===== src/rtl/core/mpbm_queue.sv =====
// short first-in first-out queue between front and back end
// standalone, depends on nothing but its parameters
module mpbm_queue #(
  parameter int unsigned WIDTH = 1,
  parameter int unsigned DEPTH = 2
) (
  input  logic             clk_i,
  input  logic             rst_ni,
  input  logic             push_valid_i,
  output logic             push_ready_o,
  input  logic [WIDTH-1:0] push_data_i,
  output logic             pop_valid_o,
  input  logic             pop_i,
  output logic [WIDTH-1:0] pop_data_o
);

  localparam int unsigned PTRW = (DEPTH > 1) ? $clog2(DEPTH) : 1;
  localparam int unsigned CNTW = $clog2(DEPTH + 1);

  logic [WIDTH-1:0] entry_q [DEPTH];
  logic [PTRW-1:0]  wr_ptr_q, rd_ptr_q;
  logic [CNTW-1:0]  count_q;
  logic             do_push;

  assign push_ready_o = (count_q != CNTW'(DEPTH));
  assign pop_valid_o  = (count_q != '0);
  assign pop_data_o   = entry_q[rd_ptr_q];
  assign do_push      = push_valid_i && push_ready_o;

  always_ff @(posedge clk_i or negedge rst_ni) begin
    if (!rst_ni) begin
      wr_ptr_q <= '0;
      rd_ptr_q <= '0;
      count_q  <= '0;
    end else begin
      if (do_push) begin
        wr_ptr_q <= (wr_ptr_q == PTRW'(DEPTH - 1)) ? '0 : wr_ptr_q + PTRW'(1);
      end
      if (pop_i) begin
        rd_ptr_q <= (rd_ptr_q == PTRW'(DEPTH - 1)) ? '0 : rd_ptr_q + PTRW'(1);
      end
      if (do_push && !pop_i) begin
        count_q <= count_q + CNTW'(1);
      end else if (!do_push && pop_i) begin
        count_q <= count_q - CNTW'(1);
      end
    end
  end

  always_ff @(posedge clk_i) begin
    if (do_push) begin
      entry_q[wr_ptr_q] <= push_data_i;
    end
  end

  a_no_underflow: assert property (@(posedge clk_i) disable iff (!rst_ni)
    pop_i |-> (count_q != '0))
    else $error("queue popped while empty");

endmodule


===== config.mk =====
export PLATFORM = sky130hd
export DESIGN_NAME = mpbm_queue
export DESIGN_NICKNAME = d
export VERILOG_FILES = /design/src/rtl/core/mpbm_queue.sv
export SDC_FILE = /design/constraint.sdc
export NUM_CORES = 1
export LEC_CHECK = 0
export ABC_AREA = 1
export ABC_CLOCK_PERIOD_IN_PS = 1700
export BUFFER_PORTS_ARGS = -buffer_cell sky130_fd_sc_hd__buf_2
export CAP_MARGIN = 40
export CORE_AREA = 10 10 47 49
export CTS_CLUSTER_SIZE = 30
export DETAILED_ROUTE_END_ITERATION = 6
export DIE_AREA = 0 0 57 59
export MAX_ROUTING_LAYER = met4
export PLACE_DENSITY = 0.42
export SETUP_SLACK_MARGIN = 0.4
export SLEW_MARGIN = 10
export SYNTH_ARGS = -nofsm -noshare
export SYNTH_HDL_FRONTEND = slang
export SYNTH_SLANG_ARGS = --single-unit

===== constraint.sdc =====
create_clock -name clk_i -period 1.7 [get_ports clk_i]
set_clock_uncertainty 0.2 [all_clocks]
set_input_delay 0.085 -clock clk_i [delete_from_list [all_inputs] [get_ports clk_i]]
set_output_delay 0.085 -clock clk_i [all_outputs]
set_load 0.02 [all_outputs]

==> flow_summary.json, run 1 <==
{
  "critPathLaunchType": "flip-flop",
  "vias_per_cell": 3.85,
  "slew_headroom_pct": 84.6,
  "cts_root_buf": "clkbuf_4",
  "wl_microns": 708,
  "nFillCells": 155,
  "rsz0062_at_grt": "yes",
  "critPathMaxFanout": 2,
  "min_period_ps": 1360,
  "tns_ps": 0,
  "dpl-instance-area_sq_um": 372,
  "syn-instance-count": 29,
  "grt_pass1_wl_microns": 1170,
  "status": "complete, no violations",
  "antenna_found_initial": 0,
  "htree_levels": 1,
  "grt_pass1_vias": 288,
  "end_kind": "output pin",
  "start_util_pct": 21.7,
  "core_area_sq_um": 1400,
  "p_leak_nw": 0.250,
  "syn_nets": 35,
  "crit_required_ps": 1410,
  "multi_input_area_sq_um": 141,
  "finalCritPeriodShare_pct": 80.2,
  "clock_latency_ps": 250,
  "vdd.ir_drop.worst_v": 0.000728,
  "tightest_slew_ps": 230,
  "hold_ws_ps": 42.5,
  "drtAntennaViolNets": 0,
  "max_freq_ghz": 0.733,
  "drt_iter0_drc": 1,
  "dr.pass1.iters": 3,
  "p_per_area_nw_per_um2": 1740,
  "die_y_microns": 59,
  "final-hold-violation-count": 0,
  "diodes": 0,
  "nNetsFinal": 57,
  "clk_pin_slew_ps": 50,
  "seq_area_sq_um": 160,
  "worstSetupPathType": "reg2out",
  "netlist_area_sq_um": 304,
  "synth.avg_cell_area_sq_um": 10.5,
  "ios": 8,
  "drc": 0,
  "placementRows": 14,
  "synth_cell_type_count": 14,
  "hp-class": "in2reg",
  "drive_gt1_share_pct": 56.0,
  "ys_ff_latch": 6,
  "cts_tree": "yes",
  "total_power_mw": 0.881,
  "dieArea_sq_um": 3360,
  "reg2regPathDepth": 8,
  "area_growth_pct": 66.7,
  "finalInstanceArea_sq_um": 507,
  "stdcell_count": 66,
  "portBuffers": 7,
  "overflow": 0,
  "grt_max_degree": 5,
  "cap_violations": 0,
  "track_usage_pct": 4.95,
  "dp_cells": 52,
  "slew_violations": 0,
  "seq_area_frac_synth_pct": 52.7,
  "setup_violations": 0,
  "arrival_ps": 1080,
  "hpwlAfterDp_microns": 460,
  "gp_congestion": 0.774,
  "cts_buffer_depth": 2,
  "dieWidth_microns": 57,
  "numCtsBuffers": 3,
  "min_path_cells": 4,
  "vias": 254,
  "clock_sinks": 6,
  "yosys_warnings": 0,
  "routedWlPerCell_microns": 10.7
}
-- cell usage after synthesis (all sizes together) --
cell	n	area, sq um
nand4	1	6.26
ha	1	12.5
nand2	7	41.3
edfxtp	2	60.1
xor2	2	25.0
mux2	1	11.3
inv	7	26.3
nand3	1	5.00
nor2	2	7.51
dfrtp	4	100
xnor2	1	8.76
-- power by group --
part	switching [mW]	total, mW	leakage [nW]	internal [mW]
combinational	0.222	0.471	0.169	0.249
sequential	0.0454	0.259	0.0657	0.214
clock	0.0609	0.150	0.0150	0.0895
-- critical path, stage by stage (launching register included) --
cell and delay, ps:
dfrtp_1 400, mux2_4 300, buf_6 130
-- cells in the final DEF, fill, tap and decap left out, types with 2 or more instances in the layout --
cell type / netlist / layout
edfxtp_1: 2 / 2
nand2_1: 5 / 4
nand2_4: 2 / 2
buf_2: 0 / 5
buf_4: 0 / 6
dfrtp_1: 4 / 4
buf_6: 0 / 2
dlygate4sd3_1: 0 / 4
clkbuf_4: 0 / 3
nor2_2: 0 / 2
inv_1: 6 / 3
inv_2: 1 / 4
-- registers in the layout, summed over array words and instances, names as in the netlist --
signal / flops
rd_ptr_q: 1
entry_q: 2
wr_ptr_q: 1
count_q: 2
-- metal layers --
layer  vias to the layer above  GRT usage [%]  wire length (microns)
li1                        127              -                      -
met1                       119           3.59                    249
met2                         8           8.53                    386
met3                         0           4.29                     72
met4                         0           2.01                      0
met5                         -              -                      0
-- worst paths after layout --
| check | endpoint | startpoint | slack [ps] |
|---|---|---|---|
| min in group asynchronous | rd_ptr_q | rst_ni | 540 |
| max in group asynchronous | count_q[0] | rst_ni | 570 |
| hold / removal | wr_ptr_q | push_valid_i | 40 |
| setup reg to reg | count_q[1] | count_q[0] | 350 |
| hold reg to reg | entry_q[0] | wr_ptr_q | 380 |
| setup / recovery | pop_data_o | rd_ptr_q | 340 |
-- cells by family (layout without fill, tap and decap cells) --
group	count (synthesis)	in the layout	share of synthesized area (%)
DFF	6	6	52.7
buffers and inverters	7	28	8.64
adders and majority gates	1	1	4.11
xor gates and xnor gates	3	3	11.1
muxes	1	1	3.70
and+or+nand+nor	11	11	19.8
-- stage by stage --
| step | setup slack, ps | utilization [%] |
|---|---|---|
| 2_1_floorplan | 279 | - |
| 3_5_place_dp | 260 | 26.5 |
| 4_1_cts | 323 | 34.1 |
| 6_report | 337 | 36.2 |
| 5_1_grt | 274 | 36.2 |
| 3_3_place_gp | 278 | 26.5 |
-- what timing repair did --
action / CTS / global route
pin swaps: 1 / 0
resized for setup: 3 / 6
hold buffers: 4 / 0
hold endpoints to repair: 7 / 0
buffers inserted: 4 / 2
setup endpoints to repair: 3 / 6
-- cell type report --
type / instances / share of cell area (%)
Sequential cell: 6 / 31.6
Tap cell: 16 / 3.95
Timing Repair Buffer: 17 / 26.2
Inverter: 7 / 5.19
Clock buffer: 4 / 5.19
Multi-Input combinational cell: 16 / 27.9
(Power assumes the default switching activity.)
==> run 2, diff against run 1 <==
- ABC_AREA: 1 -> 0
- ABC_CLOCK_PERIOD_IN_PS: 1700 -> 1200
- clock period: 1.7 -> 1.2 ns (I/O delays scaled with it)
==> flow_summary.json, run 2 <==
{
  "status": "finished, violations left",
  "failed_checks": "hold timing, setup timing",
  "core_area_sq_um": 1400,
  "vdd.ir_drop.worst_v": 0.000984,
  "dieArea_sq_um": 3360,
  "critPathLaunchType": "flip-flop",
  "synth_flop_cell": "dfrtp_1",
  "gp_congestion": 0.696,
  "cts_hold_buf": 1,
  "seq_area_frac_synth_pct": 55.7,
  "fin_util_pct": 36.7,
  "grt_pass1_wl_microns": 952,
  "slew_headroom_pct": 85.6,
  "synth_common_cells": "dfrtp_1, xor2_1, edfxtp_1, inv_1, nor2_1",
  "syn_nets": 27,
  "synth_area_leaders": "dfrtp_1, edfxtp_1, xor2_1, xnor2_2, nand2b_4",
  "start_util_pct": 20.5,
  "top_regs": "count_q x2, entry_q x2",
  "ys_ff_latch": 6,
  "vias_per_cell": 3.96,
  "cts_tree": "yes",
  "grt_pass1_vias": 230,
  "nFillCells": 142,
  "p_leak_nw": 0.244,
  "layout_commonest_cell": "buf_6",
  "p_per_area_nw_per_um2": 2690,
  "yosysMostFrequentCell": "dfrtp_1",
  "busiest_layer": "met2",
  "cts_buffer_depth": 2,
  "synthMuxAreaShare_pct": 3.91,
  "routedWlPerCell_microns": 10.1,
  "clock_sinks": 6,
  "synthAdderAreaFrac_pct": 4.35,
  "vias": 226,
  "track_usage_pct": 4.06,
  "antenna_found_initial": 0,
  "use_met2_pct": 5.74,
  "max_freq_ghz": 0.666,
  "critPathMaxFanout": 2,
  "drt_iter0_drc": 3,
  "grt_max_degree": 5,
  "area_growth_pct": 78.7,
  "met3_usage_pct": 3.43,
  "drc": 0,
  "diodes": 0,
  "pre_cts_slack_ps": -249,
  "cap_violations": 0,
  "dr.pass1.iters": 3,
  "numCtsBuffers": 3,
  "synth_top_area_share_pct": 34.8,
  "portBuffers": 7,
  "synthSimpleGateAreaFrac_pct": 15.7,
  "hp-class": "in2reg",
  "yosys_warnings": 0,
  "arrival_ps": 1240,
  "synth_xor_area_share_pct": 17.8,
  "netlist_area_sq_um": 288,
  "finalInstanceArea_sq_um": 514,
  "synth.avg_cell_area_sq_um": 13.7,
  "placementRows": 14,
  "drtAntennaViolNets": 0,
  "worstSetupPathType": "reg2out",
  "hpwlAfterDp_microns": 416,
  "end_kind": "output pin",
  "ys_async_sr_fraction_pct": 66.7,
  "clock_latency_ps": 250,
  "setup_violations": 8,
  "total_power_mw": 1.38,
  "wl_microns": 575,
  "die_y_microns": 59,
  "nNetsFinal": 49,
  "synth-edff-count": 2,
  "synth.largest_area_cell": "dfrtp_1",
  "slew_violations": 0,
  "htree_levels": 1,
  "cts_root_buf": "clkbuf_4",
  "crit_required_ps": 940,
  "min_period_ps": 1500,
  "setup_ws_ps": -300,
  "dieWidth_microns": 57,
  "synth_top_family_by_area": "XOR/XNOR gates",
  "overflow": 0,
  "synth-compound-area-share_pct": 0,
  "synth_cell_type_count": 13,
  "hold_ws_ps": -202,
  "finalCritPeriodShare_pct": 125,
  "ff2ff_setup_slack_ps": -230,
  "syn-instance-count": 21,
  "dpl-instance-area_sq_um": 389,
  "tns_ps": -1500,
  "drive_gt1_share_pct": 68.3,
  "ios": 8,
  "tightest_slew_ps": 216,
  "rsz0062_at_grt": "yes",
  "final-hold-violation-count": 7,
  "use_met1_pct": 3.49,
  "final_cell_mix": "buf_6, dfrtp_1, buf_2, buf_4",
  "clk_pin_slew_ps": 50
}
run 2: stage by stage:
step,instances,hold slack [ps]
floorplan,21,-436
global placement,48,-326
detailed placement,48,-326
CTS,55,-210
global route,57,-210
finish,57,-202
run 2: what timing repair did:
item	in CTS	in global routing
pin swaps	2	0
hold endpoints to repair	7	7
gates cloned	0	0
setup endpoints to repair	9	9
setup buffers	3	2
resized for setup	12	4
run 2: power by group:
| part | switching, mW | internal (mW) | total, mW |
|---|---|---|---|
| combinational | 0.298 | 0.522 | 0.820 |
| clock | 0.0760 | 0.113 | 0.189 |
| sequential | 0.0705 | 0.305 | 0.375 |
| total | 0.445 | 0.940 | 1.38 |
run 2: per-layer routing:
layer  up-vias  routed length, microns  share of wire (%)
li1        109                       -                  -
met1       107                     232                 40
met2         8                     279                 49
met3         2                      54                9.4
met4         0                       8                1.4
met5         -                       0                  0
run 2: path summary, 6_finish.rpt:
path / endpoint / cells after the start / from
setup / recovery: pop_valid_o / 4 / count_q[1]
hold / removal: entry_q[0] / 1 / push_data_i
setup reg to reg: count_q[1] / 7 / count_q[0]
hold reg to reg: rd_ptr_q / 2 / rd_ptr_q
max in group asynchronous: wr_ptr_q / 2 / rst_ni
min in group asynchronous: rd_ptr_q / 2 / rst_ni
run 2: worst max-delay path: stages, from the launching register on:
cell	delay (ps)
dfrtp_1	380
buf_4	140
buf_6	100
or2_4	240
buf_6	130
run 2: area by class of cell:
type,instances,area (sq um),area share [%]
Tap cell,16,20.0,3.89
Sequential cell,6,160,31.1
Timing Repair Buffer,17,150,29.2
Multi-Input combinational cell,13,151,29.4
Clock buffer,3,22.5,4.38
Inverter,2,10.0,1.95
run 2: logic make-up after synthesis:
family,count (synthesis)
mux,1
xor+xnor,5
simple gates,6
flops,6
fa+ha+maj,1
buf+inv,2
==> run 3, diff against run 2 <==
- ABC_CLOCK_PERIOD_IN_PS: 1200 -> 1700
- PLACE_DENSITY: 0.42 -> 0.41
- clock period: 1.2 -> 1.7 ns (I/O delays scaled with it)
==> flow_summary.json, run 3 (synthesis gave the netlist of run 2 again) <==
{
  "wl_met3_microns": 69,
  "final-hold-violation-count": 0,
  "wl_met2_microns": 389,
  "drt_iter0_drc": 1,
  "grt_pass1_vias": 273,
  "dieWidth_microns": 57,
  "end_kind": "flip-flop",
  "hp-class": "in2reg",
  "p_int_mw": 0.605,
  "wl_microns": 714,
  "htree_levels": 1,
  "setup_ws_ps": 219,
  "finalCritPeriodShare_pct": 87.1,
  "power_frac_clock_pct": 16.1,
  "power_switching_share_pct": 34.0,
  "top_layer": "met3",
  "start_util_pct": 20.5,
  "vdd.ir_drop.worst_v": 0.000726,
  "dr.pass1.iters": 2,
  "drc": 0,
  "drt-met1-wl_microns": 254,
  "overflow": 0,
  "p_leak_nw": 0.242,
  "worstSetupPathType": "reg2reg",
  "dieArea_sq_um": 3360,
  "grt_pass1_wl_microns": 1150,
  "hold_ws_ps": 76.1,
  "nNetsFinal": 50,
  "antenna_found_initial": 0,
  "critPathMaxFanout": 2,
  "finalInstanceArea_sq_um": 519,
  "slew_violations": 0,
  "min_period_ps": 1480,
  "track_usage_pct": 4.74,
  "cts_buffer_depth": 2,
  "area_growth_pct": 80.4,
  "setup_violations": 0,
  "routedWlPerCell_microns": 12.1,
  "placementRows": 14,
  "numCtsBuffers": 3,
  "core_area_sq_um": 1400,
  "p_seq_share_pct": 30.3,
  "clock_latency_ps": 240,
  "top_regs": "count_q x2, entry_q x2",
  "crit_required_ps": 1660,
  "die_y_microns": 59,
  "fin_util_pct": 37.1,
  "final_cell_mix": "dlygate4sd3_1, buf_6, dfrtp_1, buf_2, buf_4",
  "portBuffers": 7,
  "drtAntennaViolNets": 0,
  "clock_sinks": 6,
  "rsz0062_at_grt": "yes",
  "stdcell_count": 59,
  "tns_ps": 0,
  "cts_tree": "yes",
  "dpl-instance-area_sq_um": 355,
  "cap_violations": 0,
  "p_comb_share_pct": 53.6,
  "clk_pin_slew_ps": 40,
  "grt_max_degree": 5,
  "max_freq_ghz": 0.675,
  "diodes": 0,
  "p_per_area_nw_per_um2": 1770,
  "drive_gt1_share_pct": 58.1,
  "vias": 230,
  "critPathLaunchType": "flip-flop",
  "arrival_ps": 1440,
  "pre_cts_slack_ps": 118,
  "gp_congestion": 0.714,
  "status": "complete, no violations",
  "dp_cells": 44,
  "power.switching_mw": 0.312,
  "total_power_mw": 0.917,
  "slew_headroom_pct": 85.4,
  "cts_root_buf": "clkbuf_4",
  "vias_per_cell": 3.90,
  "ios": 8,
  "tightest_slew_ps": 219
}
-- run 3: changes by cell type in the layout (fill, tap and decap cells not counted) --
cell           change
or2_4              -1
inv_2              +1
dlygate4sd3_1      +4
inv_4              -1
clkbuf_1           +1
buf_6              -3
or2_2              +1
-- run 3: final timing paths --
kind,slack (ps),start,end,depth (start not counted)
worst max-delay path,220,count_q[0],count_q[1],7
worst max register to register,220,count_q[0],count_q[1],7
max in group asynchronous,570,rst_ni,count_q[0],3
min in group asynchronous,530,rst_ni,rd_ptr_q,3
worst min register to register,350,count_q[1],count_q[1],1
worst min-delay path,80,pop_i,count_q[0],4
-- run 3: layout make-up --
class	instances	area [sq um]
Timing Repair Buffer	18	156
Fill cell	148	882
Multi-Input combinational cell	13	149
Sequential cell	6	160
Inverter	2	7.51
Clock buffer	4	26.3
Tap cell	16	20.0
-- run 3: layer usage --
metal  vias to the layer above  GRT usage, %
met5                         -             -
met4                         0             0
met3                         0          5.15
met2                         7          8.37
met1                       113          3.38
li1                        110             -
-- run 3: critical path: stages (launching register included) --
cell and delay, ps:
dfrtp_1 380, nand2b_4 160, nand2_4 80, inv_2 40
ha_4 140, xor2_1 140, nor2_1 110, xor2_1 150
-- run 3: power by group through the flow --
stage,clock (mW),combinational (mW),sequential (mW)
after floorplan,0,0.229,0.266
after global placement,0,0.285,0.274
after detailed placement,0,0.290,0.280
after CTS,0.157,0.462,0.271
after global routing,0.172,0.522,0.283
final,0.148,0.492,0.278
-- run 3: timing repair --
action / CTS / global route
setup endpoints to repair: 5 / 7
cloned: 0 / 0
hold buffers: 5 / 0
endpoints found under the hold margin: 8 / 0
resized for setup: 8 / 4
buffers inserted: 5 / 1
pin swaps: 3 / 0
