`src/rtl/core/mpbm_pkg.sv`:
```
// shared constants, codes and types of the multi-pattern byte matcher
// used by the channel interfaces and every module under rtl/core except mpbm_queue
package mpbm_pkg;

  // default sizes, overridable through the top level parameters
  localparam int unsigned PATTERNS_DEF = 8;
  localparam int unsigned MAX_LEN_DEF  = 32;

  // results per scanned byte are capped at this count
  localparam int unsigned MAX_RESULTS = 8;
  localparam int unsigned RES_CNT_W   = $clog2(MAX_RESULTS);

  // entries in the queue between front and back end
  localparam int unsigned QUEUE_DEPTH = 2;

  // field widths of the channels
  localparam int unsigned OP_W       = 2;
  localparam int unsigned SLOT_W     = 3;
  localparam int unsigned POS_W      = 5;
  localparam int unsigned BYTE_W     = 8;
  localparam int unsigned HIT_W      = 3;
  localparam int unsigned CNT_W      = 32;
  localparam int unsigned MODE_W     = 2;
  localparam int unsigned CFG_IDX_W  = 1;
  localparam int unsigned CFG_DATA_W = 2;

  typedef enum logic [OP_W-1:0] {
    OP_LOAD_BYTE = 2'd0,
    OP_SET_LEN   = 2'd1,
    OP_SCAN      = 2'd2,
    OP_NEW_BUF   = 2'd3
  } op_e;

  // the unnamed fourth code behaves as every-match
  typedef enum logic [MODE_W-1:0] {
    MODE_EVERY   = 2'd0,
    MODE_SEGMENT = 2'd1,
    MODE_FIRST   = 2'd2
  } report_mode_e;

  localparam logic [CFG_IDX_W-1:0] CFG_CASE_SENSITIVE = 1'b0;
  localparam logic [CFG_IDX_W-1:0] CFG_REPORT_MODE    = 1'b1;

  localparam logic [BYTE_W-1:0] CHAR_NUL     = 8'h00;
  localparam logic [BYTE_W-1:0] CHAR_TAB     = 8'h09;
  localparam logic [BYTE_W-1:0] CHAR_NL      = 8'h0a;
  localparam logic [BYTE_W-1:0] CHAR_SPACE   = 8'h20;
  localparam logic [BYTE_W-1:0] CHAR_UPPER_A = 8'h41;
  localparam logic [BYTE_W-1:0] CHAR_UPPER_Z = 8'h5a;
  localparam logic [BYTE_W-1:0] CASE_DELTA   = 8'h20;

  localparam logic [CNT_W-1:0] LINE_FIRST = 32'd1;

  // counters of one scanned byte, taken before that byte is counted
  typedef struct packed {
    logic [CNT_W-1:0] offset;
    logic [CNT_W-1:0] line;
  } scan_info_t;

  // width of a pattern length 0..max_len
  function automatic int unsigned len_width(int unsigned max_len);
    return $clog2(max_len + 1);
  endfunction

  // width of a window position, also the modulus of the stored line tags
  function automatic int unsigned idx_width(int unsigned max_len);
    return (max_len > 1) ? $clog2(max_len) : 1;
  endfunction

  function automatic int unsigned pat_width(int unsigned patterns);
    return (patterns > 1) ? $clog2(patterns) : 1;
  endfunction

endpackage

```
`src/rtl/core/mpbm_if.sv`:
```


interface mpbm_out_if;
  logic                              valid;
  logic                              ready;
  logic [mpbm_pkg::HIT_W-1:0]        pattern_hit;
  logic [mpbm_pkg::CNT_W-1:0]        start_offset;
  logic [mpbm_pkg::CNT_W-1:0]        line_number;
  logic                              last_of_run;

  modport source (output valid, pattern_hit, start_offset, line_number, last_of_run,
                  input ready);
  modport sink (input valid, pattern_hit, start_offset, line_number, last_of_run,
                output ready);
endinterface

```
`src/rtl/core/mpbm_back.sv`:
```
// back end: walks the hit vector of one queued byte, lowest pattern first,
// and drives one result transfer per cycle while result_o.ready is high; uses mpbm_pkg, mpbm_if
module mpbm_back #(
  parameter int unsigned PATTERNS = mpbm_pkg::PATTERNS_DEF,
  parameter int unsigned MAX_LEN  = mpbm_pkg::MAX_LEN_DEF,
  localparam int unsigned LENW    = mpbm_pkg::len_width(MAX_LEN),
  localparam int unsigned IDXW    = mpbm_pkg::idx_width(MAX_LEN)
) (
  input  logic                              clk_i,
  input  logic                              rst_ni,
  input  logic                              q_valid_i,
  output logic                              q_pop_o,
  input  logic [PATTERNS-1:0]               q_hits_i,
  input  logic [PATTERNS-1:0][LENW-1:0]     q_len_i,
  input  logic [PATTERNS-1:0][IDXW-1:0]     q_nl_i,
  input  mpbm_pkg::scan_info_t              q_info_i,
  mpbm_out_if.source                        result_o
);

  localparam int unsigned PW    = mpbm_pkg::pat_width(PATTERNS);
  localparam int unsigned CNT_W = mpbm_pkg::CNT_W;
  localparam int unsigned HIT_W = mpbm_pkg::HIT_W;
  localparam int unsigned RCW   = mpbm_pkg::RES_CNT_W;

  logic                          cur_valid_q, cur_valid_d;
  logic [PATTERNS-1:0]           cur_rem_q, cur_rem_d;
  logic [RCW-1:0]                cur_cnt_q, cur_cnt_d;
  logic [PATTERNS-1:0][LENW-1:0] cur_len_q;
  logic [PATTERNS-1:0][IDXW-1:0] cur_nl_q;
  mpbm_pkg::scan_info_t          cur_info_q;

  logic             out_valid_q;
  logic [HIT_W-1:0] out_hit_q;
  logic [CNT_W-1:0] out_off_q;
  logic [CNT_W-1:0] out_line_q;
  logic             out_last_q;

  logic [PW-1:0]       pick;
  logic [PATTERNS-1:0] rem_next;
  logic                last;
  logic                out_free;
  logic                emit;
  logic                load_cur;

  always_comb begin
    logic found;
    found = 1'b0;
    pick  = '0;
    for (int p = 0; p < PATTERNS; p++) begin
      if (!found && cur_rem_q[p]) begin
        pick  = PW'(p);
        found = 1'b1;
      end
    end
  end

  assign rem_next = cur_rem_q & (cur_rem_q - PATTERNS'(1));
  assign last     = (rem_next == '0) ||
                    (cur_cnt_q == RCW'(mpbm_pkg::MAX_RESULTS - 1));
  assign out_free = !out_valid_q || result_o.ready;
  assign emit     = cur_valid_q && out_free;
  assign load_cur = q_valid_i && (!cur_valid_q || (emit && last));
  assign q_pop_o  = load_cur;

  always_comb begin
    cur_valid_d = cur_valid_q;
    cur_rem_d   = cur_rem_q;
    cur_cnt_d   = cur_cnt_q;
    if (emit) begin
      cur_rem_d = rem_next;
      cur_cnt_d = cur_cnt_q + RCW'(1);
      if (last) begin
        cur_valid_d = 1'b0;
      end
    end
    if (load_cur) begin
      cur_valid_d = 1'b1;
      cur_rem_d   = q_hits_i;
      cur_cnt_d   = '0;
    end
  end

  always_ff @(posedge clk_i or negedge rst_ni) begin
    if (!rst_ni) begin
      cur_valid_q <= 1'b0;
      cur_rem_q   <= '0;
      cur_cnt_q   <= '0;
      out_valid_q <= 1'b0;
    end else begin
      cur_valid_q <= cur_valid_d;
      cur_rem_q   <= cur_rem_d;
      cur_cnt_q   <= cur_cnt_d;
      if (emit) begin
        out_valid_q <= 1'b1;
      end else if (result_o.ready) begin
        out_valid_q <= 1'b0;
      end
    end
  end

  always_ff @(posedge clk_i) begin
    if (load_cur) begin
      cur_len_q  <= q_len_i;
      cur_nl_q   <= q_nl_i;
      cur_info_q <= q_info_i;
    end
    if (emit) begin
      out_hit_q  <= HIT_W'(pick);
      out_off_q  <= cur_info_q.offset + CNT_W'(1) - CNT_W'(cur_len_q[pick]);
      out_line_q <= cur_info_q.line - CNT_W'(cur_nl_q[pick]);
      out_last_q <= last;
    end
  end

  assign result_o.valid        = out_valid_q;
  assign result_o.pattern_hit  = out_hit_q;
  assign result_o.start_offset = out_off_q;
  assign result_o.line_number  = out_line_q;
  assign result_o.last_of_run  = out_last_q;

  a_cur_not_empty: assert property (@(posedge clk_i) disable iff (!rst_ni)
    cur_valid_q |-> (cur_rem_q != '0))
    else $error("working entry holds no hit");

  a_run_closed: assert property (@(posedge clk_i) disable iff (!rst_ni)
    (emit && last) |=> (out_valid_q && out_last_q))
    else $error("run ended without last_of_run on its final result");

endmodule

```
`src/flat_wrapper.sv`:
```
// flat-port wrapper written by rule: the top's interface ports become plain ports
module mpbm_back_flat 
#(
  parameter int unsigned PATTERNS = mpbm_pkg::PATTERNS_DEF,
  parameter int unsigned MAX_LEN  = mpbm_pkg::MAX_LEN_DEF,
  localparam int unsigned LENW    = mpbm_pkg::len_width(MAX_LEN),
  localparam int unsigned IDXW    = mpbm_pkg::idx_width(MAX_LEN)
)
  (clk_i, rst_ni, q_valid_i, q_pop_o, q_hits_i, q_len_i, q_nl_i, q_info_i, result_o_valid, result_o_pattern_hit, result_o_start_offset, result_o_line_number, result_o_last_of_run, result_o_ready);
  mpbm_out_if result_o_i ();
  input  logic clk_i;
  input  logic rst_ni;
  input  logic q_valid_i;
  output logic q_pop_o;
  input  logic [PATTERNS-1:0] q_hits_i;
  input  logic [PATTERNS-1:0][LENW-1:0] q_len_i;
  input  logic [PATTERNS-1:0][IDXW-1:0] q_nl_i;
  input  mpbm_pkg::scan_info_t q_info_i;
  output wire logic [$bits(result_o_i.valid)-1:0] result_o_valid;
  output wire logic [$bits(result_o_i.pattern_hit)-1:0] result_o_pattern_hit;
  output wire logic [$bits(result_o_i.start_offset)-1:0] result_o_start_offset;
  output wire logic [$bits(result_o_i.line_number)-1:0] result_o_line_number;
  output wire logic [$bits(result_o_i.last_of_run)-1:0] result_o_last_of_run;
  input wire logic [$bits(result_o_i.ready)-1:0] result_o_ready;
  assign result_o_valid = result_o_i.valid;
  assign result_o_pattern_hit = result_o_i.pattern_hit;
  assign result_o_start_offset = result_o_i.start_offset;
  assign result_o_line_number = result_o_i.line_number;
  assign result_o_last_of_run = result_o_i.last_of_run;
  assign result_o_i.ready = result_o_ready;
  mpbm_back #(.PATTERNS(PATTERNS), .MAX_LEN(MAX_LEN)) u_core (.clk_i(clk_i), .rst_ni(rst_ni), .q_valid_i(q_valid_i), .q_pop_o(q_pop_o), .q_hits_i(q_hits_i), .q_len_i(q_len_i), .q_nl_i(q_nl_i), .q_info_i(q_info_i), .result_o(result_o_i));
endmodule
```
`config.mk`:
```
export PLATFORM = sky130hd
export DESIGN_NAME = mpbm_back_flat
export DESIGN_NICKNAME = d
export VERILOG_FILES = /design/src/rtl/core/mpbm_pkg.sv /design/src/rtl/core/mpbm_if.sv /design/src/rtl/core/mpbm_back.sv /design/src/flat_wrapper.sv
export SDC_FILE = /design/constraint.sdc
export NUM_CORES = 1
export LEC_CHECK = 0
export ABC_AREA = 1
export BUFFER_PORTS_ARGS = -buffer_cell sky130_fd_sc_hd__buf_2
export CAP_MARGIN = 40
export CORE_MARGIN = 2
export CORE_UTILIZATION = 59
export DETAILED_ROUTE_END_ITERATION = 10
export PLACE_DENSITY = 0.89
export SETUP_SLACK_MARGIN = 0.1
export SLEW_MARGIN = 10
export SYNTH_ARGS = -nofsm -noshare
export SYNTH_HDL_FRONTEND = slang
export SYNTH_SLANG_ARGS = --single-unit
```
`constraint.sdc`:
```
create_clock -name clk_i -period 13.4 [get_ports clk_i]
set_input_delay 2.68 -clock clk_i [delete_from_list [all_inputs] [get_ports clk_i]]
set_output_delay 2.68 -clock clk_i [all_outputs]
set_load 0.02 [all_outputs]
```
==> qor.yml, run 1 <==
status:
  status: "complete, no violations"
global_routing:
  grtUsageTotal_pct: 25.1
  grt_start_max_net_pins: 157
  antenna_found_initial: 7
  grt_pass1_vias: 8228
  grt_overflow_total: 0
  grt_pass1_wl_um: 39200
clocking:
  post-cts-setup-buffer-count: 0
  numCtsBuffers: 24
  cts_tree: "yes"
  cts-root-buf: "clkbuf_16"
  hold_buffers: 0
  cts.htree.levels: 1
  cts_resized: 0
  clkTransAtPathRegs_ns: 0.06
  cts.path.max_buffers: 3
  clk_latency_ns: 0.54
  cts_num_sinks: 233
timing:
  hold_viol_final: 0
  drv_slew: 0
  max_freq_ghz: 0.149
  skew_ns: 0.0227
  setup_tns_ns: 0
  fin_ws_ns: 6.71
  relSlewSlack_pct: 46.5
  setup_violations: 0
  fin_crit_sh_pct: 49.9
  fin_crit_ns: 6.69
  worst_slew_pin_slew_ns: 0.802
  hold_ws_ns: 0.516
  rsz0062_at_grt: "false"
drt:
  drt-total-wl_um: 24800
  first_pass_iters: 5
  highest_layer: "met5"
  ant_nets: 0
  wl_met3_um: 1610
  routed_via_density: 5.49
  wl_met1_um: 9460
  wl_per_cell_um: 16.6
  drt_iter0_markers: 545
  vias: 8187
  drc: 0
  dr_wl_met2_um: 12600
yosys:
  synth-seq-area-share_pct: 63.3
  synthArstFlopShare_pct: 5.58
  yosys_warnings: 0
  synth-edff-count: 220
  yosys.cell_types.count: 39
  postSynthCellCount: 990
  ys_ff_latch: 233
  synthesis.nets: 1199
  syn_area_um2: 11000
  syn_avg_cell_area_um2: 11.1
  synthFlopType: "edfxtp_1"
worst_setup_path:
  slowest_delay_ns: 0.40
  required_ns: 10.72
  worstSetupEndpointType: "output port"
  worstPathArrival_ns: 4.01
  crit_type: "input pin to output port"
  worst-path-max-fanout: 20
  cp_cell_sequence: "buf_2 > inv_1 > nand2_1 > nand2_1 > inv_2 > nand2_2 > a21oi_4 > buf_2"
  cp_slowest_cell: "nand2_1"
  critPathLaunchType: "input pin"
flow_run:
  cap_violations: 0
pwr:
  total_power_mw: 3.79
  peakVddDrop_mv: 0.230
  power_leakage_nw: 5.60
  power_density_nw_per_um2: 288
place:
  place_area_um2: 12400
  post-place-ws_ns: 6.71
  dpl.cell_count: 1440
  place_congestion: 0.918
  io_buffers: 233
  dpl.hpwl_um: 18000
cells_and_area:
  syn2layout_area_growth_pct: 20.1
  stdcell_area_um2: 13200
  drive_gt1_share_pct: 22.8
  final_common_cell: "buf_2"
  final_nets: 1446
  layout_common_cells: "233 x buf_2, 220 x edfxtp_1, 178 x nand2_1"
  nFillCells: 1227
  utilization_pct: 72.7
  instances_no_fill: 1490
min_path:
  hold_path.class: "register to register"
die:
  die_h_um: 140
  die_area_um2: 19700
  initial_core_util_pct: 60.6
  std_cell_rows: 49
  die_w_um: 140
  coreArea_um2: 18100
  io_pins: 234
## synthesized netlist by cell type (all sizes together) (3+ instances only)
cell type | n | area [um2]
o211ai | 10 | 75.1
a21oi | 39 | 206
dfrtp | 13 | 325
inv | 92 | 348
nand4 | 12 | 75.1
nor4 | 3 | 18.8
o21ai | 36 | 180
o21bai | 10 | 75.1
o21a | 4 | 30.0
nor3 | 12 | 65.1
nor2 | 137 | 542
edfxtp | 220 | 6610
buf | 12 | 80.1
a31oi | 5 | 31.3
clkbuf | 5 | 18.8
xnor2 | 19 | 166
nand3 | 87 | 448
xor2 | 35 | 307
nand2 | 183 | 704
ha | 43 | 538
a21o | 6 | 45.0
## routing by layer
metal | GRT usage [%] | up-vias
met4 | 11.3 | 2
met3 | 4.14 | 83
met2 | 44.6 | 359
met1 | 30.3 | 3819
met5 | 0 | -
li1 | - | 3924
## state kept, by name, summed over array words and instances (netlist names)
signal and cells:
u_core.result_o.start_offset 32, u_core.result_o.valid 1, u_core.result_o.last_of_run 1, u_core.result_o.line_number 32, u_core.cur_info_q 64, u_core.cur_len_q 48, u_core.cur_valid_q 1, u_core.cur_rem_q 8
u_core.cur_cnt_q 3, u_core.cur_nl_q 40, u_core.result_o.pattern_hit 3
## cell families (layout without fill, tap and decap cells)
logic type / after synthesis / count (layout) / share of synthesized area, %
fa+ha+maj: 45 / 45 / 5.28
buf+inv: 110 / 375 / 4.11
simple gates: 436 / 436 / 17.0
xor+xnor: 54 / 54 / 4.32
flops: 233 / 233 / 63.3
other cells: 0 / 6 / 0
compound gates: 112 / 112 / 6.01
## area by class of cell
| class | count | area (um2) | area share [%] |
|---|---|---|---|
| sequential | 233 | 6930 | 52.7 |
| antenna | 6 | 15.0 | 0.114 |
| clock inverter | 13 | 134 | 1.02 |
| tap | 229 | 287 | 2.18 |
| clock buffer | 31 | 627 | 4.76 |
| inverter | 93 | 352 | 2.67 |
| timing repair buffer | 238 | 1240 | 9.40 |
| multi-input combinational | 647 | 3580 | 27.2 |
## final timing paths
kind | from | end | slack (ns) | cells past startpoint
min in group asynchronous | rst_ni | u_core.cur_rem_q[2] | 2.03 | 1
setup reg to reg | u_core.cur_rem_q[0] | u_core.result_o.start_offset[30] | 8.84 | 19
max in group asynchronous | rst_ni | u_core.cur_rem_q[5] | 11.13 | 1
hold reg to reg | u_core.result_o.valid | u_core.result_o.valid | 0.52 | 2
setup / recovery | result_o_ready | q_pop_o | 6.71 | 8
hold / removal | u_core.result_o.valid | u_core.result_o.valid | 0.52 | 2
## report_power, final
group	internal [mW]	total, mW	leakage, nW	switching, mW
sequential	1.21	1.32	2.24	0.108
clock	0.370	0.640	0.363	0.270
combinational	0.607	1.83	2.99	1.22
## critical path: cells and delay by family
kind	cells	cell delay, ns
buf+inv	4	0.52
simple gates	3	0.57
compound gates	1	0.24
Note: power is estimated with default switching activity, not from simulation.
==> run 2, diff against run 1 <==
--- a/config.mk
+++ b/config.mk
@@ -5,13 +5,13 @@
 export SDC_FILE = /design/constraint.sdc
 export NUM_CORES = 1
 export LEC_CHECK = 0
-export ABC_AREA = 1
+export ABC_AREA = 0
 export BUFFER_PORTS_ARGS = -buffer_cell sky130_fd_sc_hd__buf_2
 export CAP_MARGIN = 40
 export CORE_MARGIN = 2
-export CORE_UTILIZATION = 59
+export CORE_UTILIZATION = 49
 export DETAILED_ROUTE_END_ITERATION = 10
-export PLACE_DENSITY = 0.89
+export PLACE_DENSITY = 0.8
 export SETUP_SLACK_MARGIN = 0.1
 export SLEW_MARGIN = 10
 export SYNTH_ARGS = -nofsm -noshare
==> constraint.sdc (replaced) <==
create_clock -name clk_i -period 6.15 [get_ports clk_i]
set_input_delay 1.23 -clock clk_i [delete_from_list [all_inputs] [get_ports clk_i]]
set_output_delay 1.23 -clock clk_i [all_outputs]
set_load 0.02 [all_outputs]
==> run 2 against run 1 <==
Total power grew 110%. Count of clock-buffer cells in the layout is 1 higher. Synthesized area is 5.4% lower. First-iteration DRC count fell by 37%. Worst hold slack got worse by 0.014 ns. Sequential share of layout area up 1.9 points. Die area rose by 14%. Clock power rose by 130%. Setup slack worse by 5.6 ns. Core utilization fell by 12 points. Largest cell class unchanged.
==> qor.yml, run 2 <==
global_routing:
  grt_pass1_vias: 7046
  grtUsageTotal_pct: 20.2
  grt_overflow_total: 0
  grt_start_max_net_pins: 76
  antenna_found_initial: 5
  grt_pass1_wl_um: 35000
worst_setup_path:
  worstReg2RegStart: "u_core.cur_rem_q[0]"
  reg2reg_slack_ns: 1.10
  crit_type: "register to register"
  worstSetupEndpointType: "register"
  required_ns: 6.43
  worstPathArrival_ns: 5.33
  critPathLaunchType: "register"
  worst-path-max-fanout: 28
  r2r_cells: 17
  reg2reg_to: "u_core.result_o.start_offset[26]"
cells_and_area:
  layout_common_cells: "233 x buf_2, 220 x edfxtp_1, 118 x nand2_1"
  final_nets: 1253
  final_common_cell: "buf_2"
  utilization_pct: 60.8
  instances_no_fill: 1341
  drive_gt1_share_pct: 27.7
  stdcell_area_um2: 12700
  syn2layout_area_growth_pct: 22.5
  largest_register: "u_core.cur_info_q"
  largest_register_ffs: 64
  reg_top3: "u_core.cur_info_q (64), u_core.cur_len_q (48), u_core.cur_nl_q (40)"
timing:
  worst_slew_pin_slew_ns: 0.888
  relSlewSlack_pct: 40.8
  drv_slew: 0
  max_freq_ghz: 0.198
  setup_tns_ns: 0
  skew_ns: 0.0115
  setup_violations: 0
  fin_ws_ns: 1.10
  hold_ws_ns: 0.503
  fin_crit_ns: 5.05
  hold_viol_final: 0
  rsz0062_at_grt: "false"
  fin_crit_sh_pct: 82.1
clocking:
  cts.htree.levels: 1
  cts_num_sinks: 233
  post-cts-setup-buffer-count: 0
  hold_buffers: 0
  cts_resized: 0
  clkTransAtPathRegs_ns: 0.06
  cts-root-buf: "clkbuf_16"
  cts.path.max_buffers: 3
  numCtsBuffers: 25
  cts_tree: "yes"
  clk_latency_ns: 0.52
yosys:
  syn_avg_cell_area_um2: 13.1
  synth-seq-area-share_pct: 66.9
  syn_area_um2: 10400
  yosys_warnings: 0
  synthesis.nets: 1003
  synth_top_area_share_pct: 63.7
  yosys.area.top_type: "edfxtp_1"
  synth.area.top_cells: "edfxtp_1 64%, ha_1 5.2%, nand2_1 4.3%, dfrtp_1 3.1%, xnor2_1 2.4%"
  synth-edff-count: 220
  ys_ff_latch: 233
  postSynthCellCount: 794
  synth_common_cells: "220 x edfxtp_1, 118 x nand2_1, 49 x inv_1"
  yosys.cell_types.count: 57
  synthFlopType: "edfxtp_1"
  synth_most_common_cell: "edfxtp_1"
  synthArstFlopShare_pct: 5.58
die:
  initial_core_util_pct: 49.6
  die_h_um: 149
  die_area_um2: 22300
  io_pins: 234
  die_w_um: 149
  std_cell_rows: 53
  coreArea_um2: 20900
drt:
  routed_via_density: 5.31
  drt-total-wl_um: 22700
  first_pass_iters: 4
  drt_iter0_markers: 346
  drc: 0
  wl_per_cell_um: 16.9
  vias: 7118
  ant_nets: 0
min_path:
  hold_start: "u_core.cur_valid_q"
  whs_path_depth: 1
  hold_end: "u_core.result_o.valid"
  hold_path.class: "register to register"
place:
  io_buffers: 233
  place_congestion: 0.875
  post-place-ws_ns: 1.12
  dpl.cell_count: 1292
  place_area_um2: 11900
  dpl.hpwl_um: 16700
pwr:
  total_power_mw: 7.92
  power_density_nw_per_um2: 624
  peakVddDrop_mv: 0.309
  power_leakage_nw: 5.21
flow_run:
  cap_violations: 0
status:
  status: "complete, no violations"
## run 2: changes by cell type in the layout (fill, tap and decap cells not counted), sizes merged, moves of 7 or more
cell / before / now
or4: 0 / 7
inv: 92 / 50
nand3: 87 / 46
o211ai: 10 / 0
nor2: 137 / 30
o21ai: 36 / 24
nand2: 183 / 118
nand2b: 0 / 12
xnor2: 19 / 29
xor2: 35 / 27
## run 2: worst max-delay path by stage
stage | start | to | slack (ns) | depth (start not counted)
final | u_core.cur_rem_q[0] | u_core.result_o.start_offset[26] | 1.10 | 17
after detailed placement | u_core.cur_rem_q[0] | u_core.result_o.start_offset[26] | 1.12 | 17
after global routing | u_core.cur_rem_q[0] | u_core.result_o.start_offset[31] | 0.69 | 18
after global placement | u_core.cur_rem_q[0] | u_core.result_o.start_offset[29] | 1.29 | 18
after floorplan | result_o_ready | q_pop_o | 0.91 | 5
after CTS | u_core.cur_rem_q[0] | u_core.result_o.start_offset[26] | 1.09 | 17
## run 2: cells by family after synthesis
logic type	count (synthesis)	share of synthesized area, %
fa+ha+maj	47	5.77
flops	233	66.9
simple gates	267	12.2
compound gates	112	6.92
buf+inv	69	2.51
xor+xnor	56	4.73
mux	10	1.01
## run 2: per-layer routing
layer | track usage (%) | part of all wire [%] | routed length (um)
met3 | 3.05 | 5.4 | 1210
met1 | 24.7 | 39 | 8870
met5 | 0 | 0 | 0
met4 | 8.67 | 4.2 | 949
met2 | 35.7 | 51 | 11600
## run 2: layout make-up
class / instances / area, um2
fillers: 1670 / 8190
flip-flops and latches: 233 / 6930
multi-input cells: 492 / 3190
repair buffers: 242 / 1230
clock buffers: 32 / 672
well taps: 275 / 344
inverters: 50 / 191
clock inverters: 12 / 126
diodes: 5 / 12.5
## run 2: critical path: stages (launching register included)
cell and delay [ns]:
dfrtp_1 0.45, nor2_1 0.30, nand3_1 0.22, o32a_2 0.40
inv_2 0.38, buf_4 0.31, nand2_1 0.08, nand3_1 0.08
nand4_1 0.15, ha_1 0.36, ha_1 0.32, a211oi_1 0.27
o21bai_1 0.15, o21ai_0 0.41, nand2_1 0.15, a21boi_0 0.41
o311ai_0 0.19, and2_1 0.18
## run 2: where the power goes
part	switching [mW]	leakage, nW	internal (mW)
logic	2.31	2.59	1.31
clock network	0.593	0.389	0.857
registers	0.225	2.23	2.63
==> run 3, diff against run 2 <==
==> constraint.sdc (replaced) <==
create_clock -name clk_i -period 4.1 [get_ports clk_i]
set_input_delay 0.82 -clock clk_i [delete_from_list [all_inputs] [get_ports clk_i]]
set_output_delay 0.82 -clock clk_i [all_outputs]
set_load 0.02 [all_outputs]
==> run 3 against run 2 <==
Setup slack worse by 1.1 ns. Core utilization up 4.6 points. Via count grew 3.9%. Highest routed layer is now met5. Critical path type unchanged. Largest power group unchanged. Die area stayed put. Count of clock-buffer cells in the layout down 2.
==> qor.yml, run 3 (synthesized netlist as in run 2, its figures left out) <==
drt:
  ant_nets: 0
  wl_per_cell_um: 17.1
  vias: 7398
  routed_via_density: 5.27
  drt_iter0_markers: 422
  drc: 0
  first_pass_iters: 5
  drt-total-wl_um: 24000
place:
  io_buffers: 233
  place_congestion: 0.885
  post-place-ws_ns: -0.123
  dpl.hpwl_um: 17200
  place_area_um2: 12300
die:
  initial_core_util_pct: 49.6
  io_pins: 234
  die_w_um: 149
  die_area_um2: 22300
  std_cell_rows: 53
  die_h_um: 149
  coreArea_um2: 20900
clocking:
  hold_buffers: 0
  cts-root-buf: "clkbuf_16"
  numCtsBuffers: 24
  clkTransAtPathRegs_ns: 0.06
  clk_latency_ns: 0.53
  cts_num_sinks: 233
  cts.path.max_buffers: 3
  cts.htree.levels: 1
  cts_tree: "yes"
cells_and_area:
  stdcell_area_um2: 13700
  largest_register_ffs: 64
  drive_gt1_share_pct: 37.3
  layout_common_cells: "233 x buf_2, 220 x edfxtp_1, 115 x nand2_1"
  syn2layout_area_growth_pct: 31.7
  final_nets: 1315
  final_common_cell: "buf_2"
  largest_register: "u_core.cur_info_q"
  reg_top3: "u_core.cur_info_q (64), u_core.cur_len_q (48), u_core.cur_nl_q (40)"
timing:
  skew_ns: 0.0110
  setup_violations: 0
  fin_crit_sh_pct: 99.9
  max_freq_ghz: 0.244
  relSlewSlack_pct: 42.3
  rsz0062_at_grt: "true"
  worst_slew_pin_slew_ns: 0.864
  fin_crit_ns: 4.09
  hold_viol_final: 0
  drv_slew: 0
  fin_ws_ns: 0.00534
worst_setup_path:
  worstReg2RegStart: "u_core.cur_rem_q[4]"
  crit_type: "register to register"
  critPathLaunchType: "register"
  worstPathArrival_ns: 4.37
  worst-path-max-fanout: 6
  r2r_cells: 16
  reg2reg_to: "u_core.result_o.line_number[23]"
  reg2reg_slack_ns: 0.005
  worstSetupEndpointType: "register"
  required_ns: 4.38
global_routing:
  grt_start_max_net_pins: 127
  grt_pass1_wl_um: 36200
  grt_pass1_vias: 7339
  grtUsageTotal_pct: 20.9
  grt_overflow_total: 0
  antenna_found_initial: 7
pwr:
  power_leakage_nw: 5.61
  power_density_nw_per_um2: 1000
  total_power_mw: 13.7
  peakVddDrop_mv: 0.503
flow_run:
  cap_violations: 0
min_path:
  hold_path.class: "input pin to async pin"
status:
  status: "complete, no violations"
==> run 3: changes by cell type in the layout (fill, tap and decap cells not counted), moves of 5 or more <==
cell and delta:
buf_4 +52, ha_1 -10, ha_4 +8, nor3_1 -7, nor2_1 -6, nor3_2 +6, a21oi_1 -5, a21oi_2 +5
buf_12 +5, o21ai_0 -5
==> run 3: cell type report <==
type	instances	area (um2)
fill	1519	7230
sequential	233	6930
multi-input combinational	492	3550
timing repair buffer	305	1810
clock buffer	30	623
tap	275	344
inverter	50	199
clock inverter	14	176
antenna	6	15.0
==> run 3: report_power, final <==
group          total [mW]  internal (mW)  switching [mW]
Combinational        7.25           3.22            4.03
Clock                2.17           1.28           0.888
Sequential           4.26           3.93           0.329
==> run 3: layer usage <==
metal	GRT usage (%)	share of wire (%)	up-vias	wire, um
met5	0	0.10	-	25
met4	10.6	5.3	4	1260
met3	3.51	5.8	87	1380
met2	37.8	52	287	12500
met1	23.7	37	3463	8760
li1	-	-	3557	-
==> run 3: through the flow <==
| step | cells | util, % | setup TNS (ns) | hold slack [ns] |
|---|---|---|---|---|
| after global placement | 1332 | 58.8 | 0 | 0.468 |
| after detailed placement | 1332 | 58.8 | -0.412 | 0.496 |
| final | 1405 | 65.4 | 0 | 0.180 |
| after floorplan | 794 | - | -6.14 | 0.450 |
| after CTS | 1386 | 63.4 | 0 | 0.164 |
| after global routing | 1404 | 65.4 | -1.27 | 0.184 |
==> run 3: critical path: stages, from the launching register on <==
cell,delay [ns]
dfrtp_1,0.41
nand2b_1,0.18
a21oi_2,0.18
nor2_2,0.06
o32a_4,0.25
inv_8,0.10
buf_12,0.12
nand2_2,0.08
nand3_2,0.08
nand4_1,0.13
ha_2,0.22
or4_4,0.44
or4_4,0.59
nor4_4,0.25
nand3b_1,0.17
or4_4,0.43
xnor2_1,0.13
==> run 3: worst max-delay path by stage <==
stage / from / to / slack, ns / cells after the start
after floorplan: result_o_ready / u_core.cur_info_q[0] / -0.04 / 5
after global placement: u_core.cur_rem_q[3] / u_core.result_o.start_offset[28] / 0.03 / 14
after detailed placement: u_core.cur_rem_q[3] / u_core.result_o.start_offset[31] / -0.12 / 19
after CTS: u_core.cur_rem_q[3] / u_core.result_o.start_offset[29] / 0.02 / 18
after global routing: u_core.cur_rem_q[4] / u_core.result_o.start_offset[29] / -0.17 / 19
final: u_core.cur_rem_q[4] / u_core.result_o.line_number[23] / 0.005 / 16
==> run 3: what timing repair did <==
item / CTS / global route
setup endpoints to repair: 20 / 37
pin swaps: 10 / 34
cloned: 0 / 1
gates resized for setup: 21 / 60
setup buffers: 10 / 12
